--- src/hdl/cdq_pkg.sv ---
`timescale 1ns / 1ps
`default_nettype none
package cdq_pkg;
	localparam int DEPTH = 8;
	localparam int IDX_W = (DEPTH > 1) ? $clog2(DEPTH) : 1;
	localparam int OCC_W = $clog2(DEPTH + 1);
	localparam int DATA_W = 32;

	localparam logic [1:0] REQ_PUSH_FRONT = 2'd0;
	localparam logic [1:0] REQ_PUSH_REAR  = 2'd1;
	localparam logic [1:0] REQ_POP_FRONT  = 2'd2;
	localparam logic [1:0] REQ_POP_REAR   = 2'd3;

	localparam logic [1:0] ST_DONE  = 2'd0;
	localparam logic [1:0] ST_FULL  = 2'd1;
	localparam logic [1:0] ST_EMPTY = 2'd2;

	typedef struct packed {
		logic load;
		logic exec;
	} cmd_t;
endpackage
`default_nettype wire

--- src/hdl/circular_deque.sv ---
// The result is valid in the respond state, which follows the input transfer and the execute state.
// A new request is taken only after the last result is taken; the controller runs accept, execute and
// respond in turn, and the execute state holds the registered storage read.
// Reset (arst_n low): front/rear indices and count cleared, deque empty, no result pending.
// Entry storage is not cleared and needs no clearing pass.
`timescale 1ns / 1ps
`default_nettype none
module circular_deque (
	input  wire logic                               clk,
	input  wire logic                               arst_n,
	input  wire logic                               in_valid,
	output logic                                    in_ready,
	input  wire logic [1:0]                         req_type,
	input  wire logic signed [cdq_pkg::DATA_W-1:0]  push_value,
	output logic                                    out_valid,
	input  wire logic                               out_ready,
	output logic [1:0]                              status,
	output logic signed [cdq_pkg::DATA_W-1:0]       pop_value
);
	cdq_pkg::cmd_t cmd;

	cdq_ctrl u_ctrl (
		.clk       (clk),
		.arst_n    (arst_n),
		.in_valid  (in_valid),
		.in_ready  (in_ready),
		.out_valid (out_valid),
		.out_ready (out_ready),
		.cmd       (cmd)
	);

	cdq_dp u_dp (
		.clk        (clk),
		.arst_n     (arst_n),
		.cmd        (cmd),
		.req_type   (req_type),
		.push_value (push_value),
		.status     (status),
		.pop_value  (pop_value)
	);
endmodule
`default_nettype wire

--- src/hdl/cdq_ctrl.sv ---
`timescale 1ns / 1ps
`default_nettype none
module cdq_ctrl (
	input  wire logic       clk,
	input  wire logic       arst_n,
	input  wire logic       in_valid,
	output logic            in_ready,
	output logic            out_valid,
	input  wire logic       out_ready,
	output cdq_pkg::cmd_t   cmd
);
	typedef enum logic [2:0] {
		S_IDLE = 3'b001,
		S_EXEC = 3'b010,
		S_RESP = 3'b100
	} state_t;

	state_t state_q, state_d;

	always_comb begin
		state_d = state_q;
		unique case (state_q)
			S_IDLE: if (in_valid) state_d = S_EXEC;
			S_EXEC: state_d = S_RESP;
			S_RESP: if (out_ready) state_d = S_IDLE;
			default: state_d = S_IDLE;
		endcase
	end

	always_ff @(posedge clk or negedge arst_n) begin
		if (!arst_n) begin
			state_q <= S_IDLE;
		end else begin
			state_q <= state_d;
		end
	end

	assign in_ready  = (state_q == S_IDLE);
	assign out_valid = (state_q == S_RESP);
	assign cmd.load  = in_ready && in_valid;
	assign cmd.exec  = (state_q == S_EXEC);
endmodule
`default_nettype wire

--- src/hdl/cdq_dp.sv ---
`timescale 1ns / 1ps
`default_nettype none
module cdq_dp (
	input  wire logic                               clk,
	input  wire logic                               arst_n,
	input  wire cdq_pkg::cmd_t                      cmd,
	input  wire logic [1:0]                         req_type,
	input  wire logic signed [cdq_pkg::DATA_W-1:0]  push_value,
	output logic [1:0]                              status,
	output logic signed [cdq_pkg::DATA_W-1:0]       pop_value
);
	localparam logic [cdq_pkg::IDX_W-1:0] IDX_LAST = cdq_pkg::IDX_W'(cdq_pkg::DEPTH - 1);
	localparam logic [cdq_pkg::OCC_W-1:0] OCC_FULL = cdq_pkg::OCC_W'(cdq_pkg::DEPTH);
	localparam logic [cdq_pkg::OCC_W-1:0] OCC_ONE  = cdq_pkg::OCC_W'(1);

	logic [cdq_pkg::DATA_W-1:0] mem [cdq_pkg::DEPTH];
	logic [cdq_pkg::DATA_W-1:0] rd_q;
	logic [cdq_pkg::DATA_W-1:0] val_q;
	logic [1:0]                 req_q;
	logic [1:0]                 status_q;
	logic                       pop_sel_q;
	logic [cdq_pkg::IDX_W-1:0]  head_q, tail_q, head_d, tail_d;
	logic [cdq_pkg::OCC_W-1:0]  occ_q, occ_d;
	logic [cdq_pkg::IDX_W-1:0]  head_up, head_dn, tail_up, tail_dn;
	logic [cdq_pkg::IDX_W-1:0]  wr_addr, rd_addr;
	logic                       is_push, is_front, full, empty, wr_en, rd_en;
	logic [1:0]                 status_d;

	assign is_push  = (req_q == cdq_pkg::REQ_PUSH_FRONT) || (req_q == cdq_pkg::REQ_PUSH_REAR);
	assign is_front = (req_q == cdq_pkg::REQ_PUSH_FRONT) || (req_q == cdq_pkg::REQ_POP_FRONT);
	assign full     = (occ_q == OCC_FULL);
	assign empty    = (occ_q == '0);

	assign head_up = (head_q == IDX_LAST) ? '0 : head_q + 1'b1;
	assign head_dn = (head_q == '0) ? IDX_LAST : head_q - 1'b1;
	assign tail_up = (tail_q == IDX_LAST) ? '0 : tail_q + 1'b1;
	assign tail_dn = (tail_q == '0) ? IDX_LAST : tail_q - 1'b1;

	always_comb begin
		head_d   = head_q;
		tail_d   = tail_q;
		occ_d    = occ_q;
		status_d = cdq_pkg::ST_DONE;
		wr_en    = 1'b0;
		rd_en    = 1'b0;
		wr_addr  = '0;
		rd_addr  = is_front ? head_q : tail_q;
		if (is_push) begin
			if (full) begin
				status_d = cdq_pkg::ST_FULL;
			end else begin
				wr_en = 1'b1;
				occ_d = occ_q + 1'b1;
				priority if (empty) begin
					head_d = '0;
					tail_d = '0;
				end else if (is_front) begin
					head_d  = head_dn;
					wr_addr = head_dn;
				end else begin
					tail_d  = tail_up;
					wr_addr = tail_up;
				end
			end
		end else begin
			if (empty) begin
				status_d = cdq_pkg::ST_EMPTY;
			end else begin
				rd_en = 1'b1;
				occ_d = occ_q - 1'b1;
				priority if (occ_q == OCC_ONE) begin
					head_d = '0;
					tail_d = '0;
				end else if (is_front) begin
					head_d = head_up;
				end else begin
					tail_d = tail_dn;
				end
			end
		end
	end

	always_ff @(posedge clk) begin
		if (cmd.load) begin
			req_q <= req_type;
			val_q <= push_value;
		end
		if (cmd.exec) begin
			status_q <= status_d;
		end
		if (cmd.exec && wr_en) begin
			mem[wr_addr] <= val_q;
		end
		if (cmd.exec && rd_en) begin
			rd_q <= mem[rd_addr];
		end
	end

	always_ff @(posedge clk or negedge arst_n) begin
		if (!arst_n) begin
			head_q    <= '0;
			tail_q    <= '0;
			occ_q     <= '0;
			pop_sel_q <= 1'b0;
		end else if (cmd.exec) begin
			head_q    <= head_d;
			tail_q    <= tail_d;
			occ_q     <= occ_d;
			pop_sel_q <= rd_en;
		end
	end

	assign status    = status_q;
	assign pop_value = pop_sel_q ? rd_q : '0;

	a_occ_bound: assert property (@(posedge clk) disable iff (!arst_n)
		occ_q <= OCC_FULL)
		else $error("occupancy above depth");
	a_empty_idx: assert property (@(posedge clk) disable iff (!arst_n)
		(occ_q == '0) |-> (head_q == '0 && tail_q == '0))
		else $error("indices not cleared while empty");
	a_full_push: assert property (@(posedge clk) disable iff (!arst_n)
		(cmd.exec && is_push && full) |=> (status_q == cdq_pkg::ST_FULL && $stable(occ_q)))
		else $error("push while full not rejected");
	a_pop_count: assert property (@(posedge clk) disable iff (!arst_n)
		(cmd.exec && !is_push && !empty) |=> (occ_q == $past(occ_q) - 1'b1 && pop_sel_q))
		else $error("pop did not consume an entry");
endmodule
`default_nettype wire
--- config.mk ---
export PLATFORM = sky130hd
export DESIGN_NAME = circular_deque
export DESIGN_NICKNAME = d
export VERILOG_FILES = /design/src/hdl/cdq_pkg.sv /design/src/hdl/circular_deque.sv /design/src/hdl/cdq_ctrl.sv /design/src/hdl/cdq_dp.sv
export SDC_FILE = /design/constraint.sdc
export NUM_CORES = 1
export LEC_CHECK = 0
export ABC_AREA = 1
export ABC_CLOCK_PERIOD_IN_PS = 3400
export BUFFER_PORTS_ARGS = -buffer_cell sky130_fd_sc_hd__buf_2
export CAP_MARGIN = 5
export CORE_MARGIN = 5
export CORE_UTILIZATION = 60
export DETAILED_ROUTE_END_ITERATION = 7
export PLACE_DENSITY = 0.76
export RECOVER_POWER = 50
export SLEW_MARGIN = 20
export SYNTH_ARGS = -nofsm -noshare
export SYNTH_HDL_FRONTEND = slang
export SYNTH_SLANG_ARGS = --single-unit
--- constraint.sdc ---
create_clock -name clk -period 3.4 [get_ports clk]
set_input_delay 0.68 -clock clk [delete_from_list [all_inputs] [get_ports clk]]
set_output_delay 0.68 -clock clk [all_outputs]
set_load 0.005 [all_outputs]
## Yosys cells after proc, flatten, opt, wreduce, memory -nomap -nowiden

Memories as Yosys holds them, arrays and structs flattened. A register that Yosys moved wholly into a read port is not among the register bits.
Index checks and enable logic that the tools add are counted.

- Register bits after elaboration: 50
- Memory bits (writable): 256
- Memories: 1
- Logic and storage cells: 84
- Bits of input ports: 38

Memory list:

| memory | words | bits a word | read ports | clocked after memory_dff | wr ports | RTL line | text |
|---|---|---|---|---|---|---|---|
| u_dp.mem | 8 | 32 | 1 | 1 | 1 | cdq_dp.sv:16 | `logic [cdq_pkg::DATA_W-1:0] mem [cdq_pkg::DEPTH];` |

- Add/sub/neg operators: 6
- Muxes and demuxes: 39
- Reductions and logical operators: 14
- Equal/unequal tests: 16

Operator list:

| operator | number |
|---|---|
| $mux W3 | 25 |
| $mux W32 | 1 |
| $mux W4 | 3 |
| $reduce_and A5 Y1 | 2 |
| $eq A3 B3 Y1 const B | 3 |
| $pmux W3 S3 | 1 |
| $mux W1 | 7 |
| $add A3 B1 Y3 const B | 2 |
| $logic_not A3 Y1 | 2 |
| $ne A3 B3 Y1 const B | 2 |
| $sub A3 B1 Y3 const B | 2 |
| $add A4 B1 Y4 const B | 1 |
| $eq A4 B1 Y1 const B | 1 |
| $eq A4 B4 Y1 const B | 1 |
| $logic_not A4 Y1 | 1 |
| $mux W2 | 2 |
| $ne A2 B1 Y1 const B | 2 |
| $ne A2 B2 Y1 const B | 2 |
| $sub A4 B1 Y4 const B | 1 |
| $eq A3 B1 Y1 const B | 1 |
| $eq A3 B2 Y1 const B | 1 |
| $logic_and A1 B1 Y1 | 3 |
| $ne A3 B2 Y1 const B | 1 |
| $reduce_and A3 Y1 | 1 |
| other kinds (6) | 7 |

## Longest topological paths before layout

Gate-level depths: netlist of the first run.

- Depth in word-level cells: 6
- Mapped depth: 11
- Mapped depth without buffers: 10

## Modules after synthesis

A second synthesis of the first run with hierarchy kept.

- Cell total of the unflattened synthesis: 1388
- Area, all modules: 14790.4 µm²

By module, submodules not included:

| module | cells each | times used | sequential area each (µm²) | area an instance (µm²) |
|---|---|---|---|---|
| cdq_dp | 1367 | 1 | 10004.6 | 14616.5 |
| cdq_ctrl | 21 | 1 | 76.3 | 173.9 |

## Worst setup path before layout of the first run

No wires, ideal clock.

- Path type: register to register
- Start point: reg u_dp.tail_q[0] (netlist name)
- End point: mem u_dp.mem[2][0] (netlist name), enable pin
- Path slack: 369 ps
- Clock period less this slack: 3031 ps
- Cell stages (with the launch flop): 10
- Arrival time: 2610 ps
- Path buffers: 0
- Setup time: 421 ps
- Path through: dfrtp_1 > ha_1 > ha_1 > inv_1 > nand2_1 > nand2_1 > nand3_1 > nor2_1 > nand2_1 > nor2_1

- Cells in the longest elaborated chain, start to end: 6

Ends and longest elaborated chain:

| element | RTL line | text |
|---|---|---|
| start, declared | cdq_dp.sv:22 | `logic [cdq_pkg::IDX_W-1:0] head_q, tail_q, head_d, tail_d;` |
| start signal, assigned | cdq_dp.sv:107 | `tail_q <= tail_d;` |
| $add A3 B1 Y3 or $eq A3 B3 Y1 (tied branches) | cdq_dp.sv:36 | `assign tail_up = (tail_q == IDX_LAST) ? '0 : tail_q + 1'b1;` |
| $mux W3 * | cdq_dp.sv:36 |  |
| $mux W3 * | cdq_dp.sv:57 | `end else if (is_front) begin` |
| $mux W3 * | cdq_dp.sv:54 | `priority if (empty) begin` |
| $mux W3 * | cdq_dp.sv:49 | `if (full) begin` |
| $mux W3 * | cdq_dp.sv:48 | `if (is_push) begin` |
| end, declared | cdq_dp.sv:16 |  |

Mark *: on every way between the ends. The rest lies on a longest branch, timed or not.

## Worst setup path after layout of the first run

- Start point: reg u_dp.req_q[0]
- End point: reg u_dp.rd_q[0] (netlist name), read port of u_dp.mem, data pin

- Cells in the longest elaborated chain, start to end: 4

Ends and longest elaborated chain:

| element | RTL line | text |
|---|---|---|
| start, declared | cdq_dp.sv:19 | `logic [1:0] req_q;` |
| start signal, assigned | cdq_dp.sv:85 | `req_q <= req_type;` |
| $eq A2 B1 Y1 or $logic_not A2 Y1 (tied branches) | cdq_dp.sv:29, cdq_dp.sv:30 |  |
| $logic_or A1 B1 Y1 | cdq_dp.sv:29 | `assign is_push = (req_q == cdq_pkg::REQ_PUSH_FRONT) \|\| (req_q == cdq_pkg::REQ_PUSH_REAR);` |
| $mux W1 | cdq_dp.sv:48 |  |
| $logic_and A1 B1 Y1 | cdq_dp.sv:94 | `if (cmd.exec && rd_en) begin` |
| end, declared | cdq_dp.sv:17 | `logic [cdq_pkg::DATA_W-1:0] rd_q;` |

Several ways; a longest one is shown, not always the timed one.
A chain may end at the register's enable or synchronous reset.

==> impl_metrics.ini, run 1 <==
[synth]
synthTopCellsByArea = edfxtp_1, nand2_1, inv_1, nand3_1, nand3b_1
ys_async_sr_fraction_pct = 4.14
synth_commonest_cells = nand2_1, edfxtp_1, inv_1, nand3_1, nand3b_1
ys_warn_count = 0
synth_cell_types = 28
yosysSeqAreaShare_pct = 68.0
synth_edf_count = 324
ys_seq_elements = 338
synth_top_area_cell = edfxtp_1
synthCells = 1395
netlist_area_mm2 = 0.0148
ys.flop_type = edfxtp_1
syn-num-nets = 1444
yosysMostFrequentCell = nand2_1
avgSynthCellArea_um2 = 10.6
netlist.area_leader.share_pct = 65.7

[grt]
grt-ovfl-total = 0
grt_usage_pct = 22.1
grt_pass1_vias = 9575
antenna_found_initial = 0
grt_pass1_wl_um = 49600
grt_max_degree = 97

[run]
drv_cap = 0

[setup_path]
critical_path_class = reg -> reg
worstSetupStartpointType = flip-flop
cp.arrival_ps = 3100
cp.required_ps = 3780
reg2regPathDepth = 9
r2r_slack_ps = 680
worst_setup_path_end_kind = flip-flop
timing.rr.end = u_dp.rd_q[0]$_DFFE_PP_
path_max_fanout = 54
cp-startpoint = u_dp.req_q[0]$_DFFE_PP_
rr_startpoint = u_dp.req_q[0]$_DFFE_PP_

[pwr]
p_leak_uw = 0.00738
power_density_mw_per_mm2 = 772
p_total_uw = 12900
ir_worst_vdd_mv = 0.485

[placed_design]
placedCellCount = 1754
place_area_mm2 = 0.0155
gp_congestion = 0.861
portBuffers = 73
hpwl_um = 17800

[routing]
totalWireLength_um = 31000
firstDrtPassIters = 5
drtAntennaViolNets = 0
viasPerCell = 5.31
post-route-drc-count = 0
drt-initial-drc-count = 916
vias = 9652
wl_per_cell_um = 17.0

[die]
die-area_mm2 = 0.0279
rows = 57
die_width_um = 167
start_util_pct = 60.9
ios = 74
coreArea_mm2 = 0.0243
die_h_um = 167

[status]
status = complete, no violations

[sta]
min_period_ps = 2720
final_max_slew_viol_count = 0
period_share_pct = 80.0
hold_viol = 0
setup_tns_ps = 0
relSlewSlack_pct = 24.5
rsz0062_at_grt = no
setup_violations = 0
timing.fmax_mhz = 367
tightest_slew_ps = 1130
clock_skew_ps = 16.7
worst_hold_slack_ps = 237

[clocking]
cts.path.max_buffers = 3
insertion_delay_ps = 520
h-tree-depth = 2
postCtsSetupBuffers = 0
clk_pin_slew_worst_paths_ps = 60
root_buffer = clkbuf_16
hold_buffers = 0
cts_resized = 0
cts_made_buffers = 35
cts_sinks = 338
cts_tree = built

[layout]
nets = 1516
diodes = 0
final_area_mm2 = 0.0167
fin_cells = 1818
drive_gt1_share_pct = 11.0
syn2layout_area_growth_pct = 12.8

[min_path]
hold_class = in -> async
## registers in the layout, indices dropped and copies added, names as in the netlist
register,count
u_dp.rd_q,32
u_dp.status,2
u_dp.tail_q,3
u_dp.pop_sel_q,1
u_dp.occ_q,4
u_dp.mem,256
u_dp.val_q,32
u_dp.head_q,3
u_dp.req_q,2
u_ctrl.state_q,3
## critical path, stage by stage (launching register included)
cell,delay [ps]
edfxtp_1,780
inv_4,140
nand2_4,390
nand2_4,460
buf_12,340
nand2_1,90
nand3_1,70
nand2_1,110
nand2_1,50
nand2_1,90
## stage by stage
step	util [%]	worst slack (ps)
3_3_place_gp	63.9	789
2_1_floorplan	-	369
6_report	68.7	679
5_1_grt	68.7	499
4_1_cts	68.7	703
3_5_place_dp	63.9	719
## per-layer routing
layer  vias to the layer above  share of wire (%)  global-route usage [%]
met4                         0                2.4                    7.23
met5                         -                  0                       0
met1                      4593                 41                    29.5
met2                       337                 50                    37.6
met3                        66                6.8                    3.80
li1                       4656                  -                       -
## power breakdown
group | total, uW | switching (uW) | leakage [uW] | internal (uW)
clock | 3850 | 1520 | 0.000573 | 2330
sequential | 5500 | 335 | 0.00311 | 5160
combinational | 3540 | 2430 | 0.00370 | 1110
total | 12900 | 4290 | 0.00738 | 8600
## worst max path at each step
stage                     slack (ps)                   endpoint  cells after the start
after floorplan                  370   u_dp.mem[2][0]$_DFFE_PP_                      9
after global placement           790  u_dp.mem[5][28]$_DFFE_PP_                      6
after detailed placement         720     u_dp.rd_q[0]$_DFFE_PP_                      9
after CTS                        700    u_dp.rd_q[28]$_DFFE_PP_                      9
after global routing             500    u_dp.rd_q[23]$_DFFE_PP_                      9
final                            680     u_dp.rd_q[0]$_DFFE_PP_                      9
## layout make-up
class                           instances  area [um^2]
Sequential cell                       338        10100
Clock buffer                           42          923
Fill cell                            1721         7610
Tap cell                              324          405
Clock inverter                         22          240
Multi-Input combinational cell        742         3510
Inverter                              252          948
Timing Repair Buffer                   98          596
## cell families (layout without fill, tap and decap cells)
family	after synthesis	after routing	share of synthesized area, %
AOI/OAI and AO/OA	11	11	0.549
xor gates and xnor gates	2	2	0.118
adders and majority gates	11	11	0.929
buffers and inverters	315	414	8.79
DFF	338	338	68.0
and+or+nand+nor	718	718	21.6
## cell usage in the layout, fill, tap and decap left out, types with 3 or more instances in the layout
| cell type | count |
|---|---|
| nand2_1 | 439 |
| edfxtp_1 | 324 |
| inv_1 | 248 |
| nand3_1 | 179 |
| buf_2 | 69 |
| nand3b_1 | 64 |
| clkbuf_16 | 36 |
| buf_4 | 20 |
| nor2_1 | 13 |
| dfrtp_1 | 13 |
| ha_1 | 11 |
| clkbuf_1 | 10 |
| clkinv_1 | 9 |
| nor2_4 | 9 |
| o21ai_0 | 7 |
| nand4_1 | 7 |
| clkinv_2 | 7 |
| bufinv_16 | 5 |
| buf_12 | 4 |
| nand2_4 | 3 |
Note: power is estimated with default switching activity, not from simulation.
==> run 2: changes to the inputs <==
--- a/config.mk
+++ b/config.mk
@@ -6,7 +6,7 @@
 export NUM_CORES = 1
 export LEC_CHECK = 0
 export ABC_AREA = 1
-export ABC_CLOCK_PERIOD_IN_PS = 3400
+export ABC_CLOCK_PERIOD_IN_PS = 2600
 export BUFFER_PORTS_ARGS = -buffer_cell sky130_fd_sc_hd__buf_2
 export CAP_MARGIN = 5
 export CORE_MARGIN = 5
==> constraint.sdc (replaced) <==
create_clock -name clk -period 2.6 [get_ports clk]
set_input_delay 0.52 -clock clk [delete_from_list [all_inputs] [get_ports clk]]
set_output_delay 0.52 -clock clk [all_outputs]
set_load 0.005 [all_outputs]
==> run 2 against run 1 <==
Global-route usage up 0.081 points. Setup slack worse by 380 ps. Largest power group unchanged. Sequential share of layout area down 0.91 points. First-iteration DRC count up 2.6%. Critical endpoint is now u_dp.rd_q[8]$_DFFE_PP_. Critical path depth down 3. Sequential power up 30%.
==> impl_metrics.ini, run 2 (synthesis gave the netlist of run 1 again) <==
[routing]
viasPerCell = 5.22
drt-initial-drc-count = 940
totalWireLength_um = 30900
drtAntennaViolNets = 0
firstDrtPassIters = 5
post-route-drc-count = 0
wl_per_cell_um = 16.9
vias = 9570

[setup_path]
cp-startpoint = u_dp.req_q[0]$_DFFE_PP_
worstSetupStartpointType = flip-flop
path_cells = o21ai_4 -> buf_12 -> nand3_1 -> nand2_1 -> nand2_1 -> nand2_1
critical_path_class = reg -> reg
r2r_slack_ps = 300
cp_common_cell = nand2_1
slowest_delay_ps = 820
timing.rr.end = u_dp.rd_q[8]$_DFFE_PP_
rr_startpoint = u_dp.req_q[0]$_DFFE_PP_
critPathSlowestCell = o21ai_4
crit_end = u_dp.rd_q[8]$_DFFE_PP_
path_max_fanout = 23
reg2regPathDepth = 6
cp.required_ps = 2960
worst_setup_path_end_kind = flip-flop
cp.arrival_ps = 2660

[sta]
timing.fmax_mhz = 435
min_period_ps = 2300
hold_viol = 0
period_share_pct = 88.4
clock_skew_ps = 8.00
worst_hold_slack_ps = 179
setup_violations = 0
relSlewSlack_pct = 30.8
tightest_slew_ps = 1040
final_max_slew_viol_count = 0
rsz0062_at_grt = no

[die]
die-area_mm2 = 0.0279
coreArea_mm2 = 0.0243
start_util_pct = 60.9
rows = 57
die_h_um = 167
ios = 74
die_width_um = 167

[layout]
drive_gt1_share_pct = 11.9
syn2layout_area_growth_pct = 14.5
fin_util_pct = 69.7
reg_top3 = u_dp.mem: 256 flops, u_dp.rd_q: 32 flops, u_dp.val_q: 32 flops
top_register = u_dp.mem
final_cell_mix = nand2_1, edfxtp_1, inv_1, nand3_1, buf_2
final_common_cell = nand2_1
largest_reg_flops = 256
diodes = 0
nets = 1529

[min_path]
hold_class = in -> reg

[placed_design]
portBuffers = 73
gp_congestion = 0.878
hpwl_um = 18200

[grt]
antenna_found_initial = 0
grt_usage_pct = 22.2
grt-ovfl-total = 0
grt_pass1_wl_um = 49600
grt_max_degree = 97
grt_pass1_vias = 9320

[pwr]
p_switching_uw = 5650
combinationalPowerShare_pct = 28.5
p_sw_share_pct = 33.1
power_frac_clock_pct = 29.5
ir_worst_vdd_mv = 0.568
p_int_uw = 11400
seq_power_share_pct = 41.9
p_leak_uw = 0.00748
power_density_mw_per_mm2 = 1010

[clocking]
clk_pin_slew_worst_paths_ps = 60
cts_made_buffers = 36
cts.path.max_buffers = 3
root_buffer = clkbuf_16
insertion_delay_ps = 510
cts_tree = built
h-tree-depth = 2
cts_sinks = 338

[run]
drv_cap = 0

[status]
status = complete, no violations
-- run 2: cell types whose count changed in the layout (fill, tap and decap cells not counted), sizes merged --
cell         before  now
bufinv            5    4
dlygate4sd3       0    1
buf              93  107
clkinvlp          0    2
clkinv           17   16
inv             252  251
-- run 2: how the worst min path moves through the flow --
stage / from / end / slack, ps / cells past startpoint
detailed placement: arst_n / u_dp.occ_q[0]$_DFFE_PN0P_ / 440 / 1
global placement: arst_n / u_dp.occ_q[0]$_DFFE_PN0P_ / 430 / 1
finish: push_value[7] / u_dp.val_q[7]$_DFFE_PP_ / 180 / 1
floorplan: arst_n / u_ctrl.state_q[1]$_DFFE_PN0P_ / 220 / 0
CTS: push_value[6] / u_dp.val_q[6]$_DFFE_PP_ / 160 / 1
global route: push_value[27] / u_dp.val_q[27]$_DFFE_PP_ / 160 / 1
-- run 2: cell type report --
type | count | area [um^2]
clock inverters | 21 | 211
flip-flops and latches | 338 | 10100
inverters | 252 | 948
repair buffers | 110 | 831
fillers | 1669 | 7360
clock buffers | 45 | 977
well taps | 324 | 405
multi-input cells | 742 | 3510
-- run 2: layer usage --
| layer | routed length, um | global-route usage [%] |
|---|---|---|
| met4 | 597 | 6.95 |
| met5 | 0 | 0 |
| met2 | 15400 | 37.1 |
| met3 | 2120 | 3.68 |
| met1 | 12800 | 30.4 |
-- run 2: stage by stage --
| stage | TNS, ps | setup slack, ps | cells | cell area [um^2] | power, uW |
|---|---|---|---|---|---|
| 2_1_floorplan | -54980 | -431 | 1395 | 14800 | 10500 |
| 3_3_place_gp | 0 | 302 | 1765 | 15800 | 12000 |
| 3_5_place_dp | 0 | 320 | 1765 | 15800 | 12100 |
| 4_1_cts | 0 | 302 | 1832 | 17000 | 17200 |
| 5_1_grt | 0 | 148 | 1832 | 17000 | 18100 |
| 6_report | 0 | 301 | 1832 | 17000 | 17100 |
-- run 2: worst max-delay path: cells and delay by family (launching register included) --
kind / cells / cell delay, ps
AO/OA/AOI/OAI: 1 / 820
flip-flops: 1 / 670
AND/OR/NAND/NOR: 4 / 360
buffers and inverters: 1 / 260
-- run 2: power by group through the flow --
stage / logic [uW] / clock network (uW) / registers, uW
CTS: 4900 / 5150 / 7160
detailed placement: 4880 / 0 / 7270
global placement: 4770 / 0 / 7250
floorplan: 3430 / 0 / 7110
finish: 4880 / 5050 / 7160
global route: 5490 / 5410 / 7220
-- run 2: what timing repair did --
item | 4_1_cts | 5_1_grt
endpoints found under the setup margin | 0 | 0
endpoints found under the hold margin | 13 | 0
buffers inserted | 0 | 0
resized for setup | 0 | 0
hold buffers | 1 | 0
==> run 3: changes to the inputs <==
--- a/config.mk
+++ b/config.mk
@@ -17,4 +17,5 @@
 export SLEW_MARGIN = 20
 export SYNTH_ARGS = -nofsm -noshare
 export SYNTH_HDL_FRONTEND = slang
+export SYNTH_HIERARCHICAL = 1
 export SYNTH_SLANG_ARGS = --single-unit
==> run 3 against run 2 <==
Clock skew rose by 13 ps. Sequential cell count did not move. Cell area fell by 0.60%. Highest routed layer unchanged. Clock power fell by 5.5%. Die area fell by 0.16%. Sequential power barely moved.
==> impl_metrics.ini, run 3 <==
[grt]
grt_usage_pct = 21.7
grt.busiest_layer = met2
grt-ovfl-total = 0
grt_max_degree = 80
grt_pass1_wl_um = 48700
grt_pass1_vias = 9399
met2_usage_pct = 37.4
antenna_found_initial = 0
use_met3_pct = 3.01
use_met1_pct = 28.7

[pwr]
p_switching_uw = 5520
p_total_uw = 16600
p_int_uw = 11100
ir_worst_vdd_mv = 0.777
p_leak_uw = 0.00742
seq_power_share_pct = 43.2
p_sw_share_pct = 33.3
power_frac_clock_pct = 28.7
power_density_mw_per_mm2 = 984
combinationalPowerShare_pct = 28.0

[synth]
synthTopCellsByArea = edfxtp_1, nand2_1, inv_1, nand3_1, nand3b_1
ys_warn_count = 6
synth_commonest_cells = nand2_1, edfxtp_1, inv_1, nand3_1, nand3b_1
yosysSeqAreaShare_pct = 68.2
ys_seq_elements = 338
yosysMostFrequentCell = nand2_1
synth_top_area_cell = edfxtp_1
netlist.area_leader.share_pct = 65.8
avgSynthCellArea_um2 = 10.7
syn-num-nets = 1437
ys.flop_type = edfxtp_1
ys_async_sr_fraction_pct = 4.14
synth_edf_count = 324
synth_cell_types = 30
synthCells = 1388
netlist_area_mm2 = 0.0148

[run]
drv_cap = 0

[layout]
multi_input_area_mm2 = 0.00349
fill_cells = 1719
reg_top3 = u_dp/mem: 256 flops, u_dp/rd_q: 32 flops, u_dp/val_q: 32 flops
largest_reg_flops = 256
final_cell_mix = nand2_1, edfxtp_1, inv_1, nand3_1, buf_2
ff_latch_area_mm2 = 0.0101
drive_gt1_share_pct = 11.6
final_common_cell = nand2_1
diodes = 0
syn2layout_area_growth_pct = 14.0
nets = 1519
top_register = u_dp/mem

[die]
start_util_pct = 60.8
die_width_um = 167
coreArea_mm2 = 0.0243
die-area_mm2 = 0.0279
rows = 57
die_h_um = 167
ios = 74

[clocking]
cts_tree = built
postCtsSetupBuffers = 0
insertion_delay_ps = 520
root_buffer = clkbuf_16
clk_pin_slew_worst_paths_ps = 60
h-tree-depth = 2
cts_made_buffers = 35
cts_sinks = 338
cts.path.max_buffers = 3

[placed_design]
portBuffers = 73
gp_congestion = 0.855
hpwl_um = 17900

[setup_path]
cp.arrival_ps = 2530
crit_end = u_dp/mem[6][31]$_DFFE_PP_
cp.required_ps = 2770
cp-startpoint = u_dp/occ_q[0]$_DFFE_PN0P_
worst_setup_path_end_kind = flip-flop
rr_startpoint = u_dp/occ_q[0]$_DFFE_PN0P_
reg2regPathDepth = 8
critical_path_class = reg -> reg
path_max_fanout = 19
worstSetupStartpointType = flip-flop
r2r_slack_ps = 240
timing.rr.end = u_dp/mem[6][31]$_DFFE_PP_

[sta]
clock_skew_ps = 20.7
rsz0062_at_grt = no
tightest_slew_ps = 1090
setup_violations = 0
period_share_pct = 90.9
hold_viol = 0
worst_hold_slack_ps = 177
min_period_ps = 2360
final_max_slew_viol_count = 0
relSlewSlack_pct = 27.4
timing.fmax_mhz = 423

[status]
status = complete, no violations

[routing]
firstDrtPassIters = 5
vias = 9558
totalWireLength_um = 30300
wl_per_cell_um = 16.6
drtAntennaViolNets = 0
viasPerCell = 5.25
drt-initial-drc-count = 768
post-route-drc-count = 0

[min_path]
min_path_cells = 1
hold_class = in -> reg
run 3: logic make-up after synthesis:
logic type      synth area share [%]
compound gates                 0.660
flops                           68.2
simple gates                    21.5
fa+ha+maj                      0.931
xor+xnor                       0.118
buf+inv                         8.68
run 3: cell type report:
type	instances	area share [%]
Sequential cell	338	59.8
Multi-Input combinational cell	734	20.7
Inverter	253	5.65
Clock buffer	44	5.64
Timing Repair Buffer	108	4.88
Tap cell	324	2.40
Clock inverter	19	0.935
run 3: how the worst min path moves through the flow:
stage / start / endpoint / slack [ps]
floorplan: arst_n / u_ctrl/state_q[1]$_DFFE_PN0P_ / 220
global placement: arst_n / u_ctrl/state_q[2]$_DFFE_PN0P_ / 440
finish: push_value[29] / u_dp/val_q[29]$_DFFE_PP_ / 180
detailed placement: arst_n / u_ctrl/state_q[1]$_DFFE_PN0P_ / 450
CTS: push_value[26] / u_dp/val_q[26]$_DFFE_PP_ / 150
global route: push_value[6] / u_dp/val_q[6]$_DFFE_PP_ / 160
run 3: timing repair:
item,in CTS,in global routing
hold buffers,1,0
resized for setup,0,0
endpoints found under the hold margin,13,0
run 3: worst max-delay path, stage by stage (launching register included):
cell and delay (ps):
dfrtp_1 440, inv_1 110, ha_1 270, inv_1 70, nor2_1 50, nor2_1 280
nand4_1 280, nor2_4 180, buf_4 350
run 3: power by group through the flow:
stage | combinational (uW) | clock, uW | sequential (uW)
2_1_floorplan | 3300 | 0 | 7130
4_1_cts | 4710 | 4860 | 7180
3_5_place_dp | 4670 | 0 | 7290
5_1_grt | 5230 | 5100 | 7230
6_report | 4650 | 4770 | 7180
3_3_place_gp | 4570 | 0 | 7250
run 3: routing by layer:
| layer | part of all wire, % | routed length (um) |
|---|---|---|
| met5 | 0 | 0 |
| met4 | 2.7 | 812 |
| met2 | 50 | 15100 |
| met1 | 42 | 12600 |
| met3 | 5.9 | 1780 |
run 3: per-stage QoR:
stage	setup WS [ps]	cells	setup TNS [ps]	area, um^2	util, %
final	236	1820	0	16900	69.3
after floorplan	-479	1388	-35700	14800	-
after global placement	329	1756	0	15800	64.8
after detailed placement	247	1756	0	15800	64.8
after CTS	237	1820	0	16900	69.4
after global routing	91.0	1820	0	16900	69.3
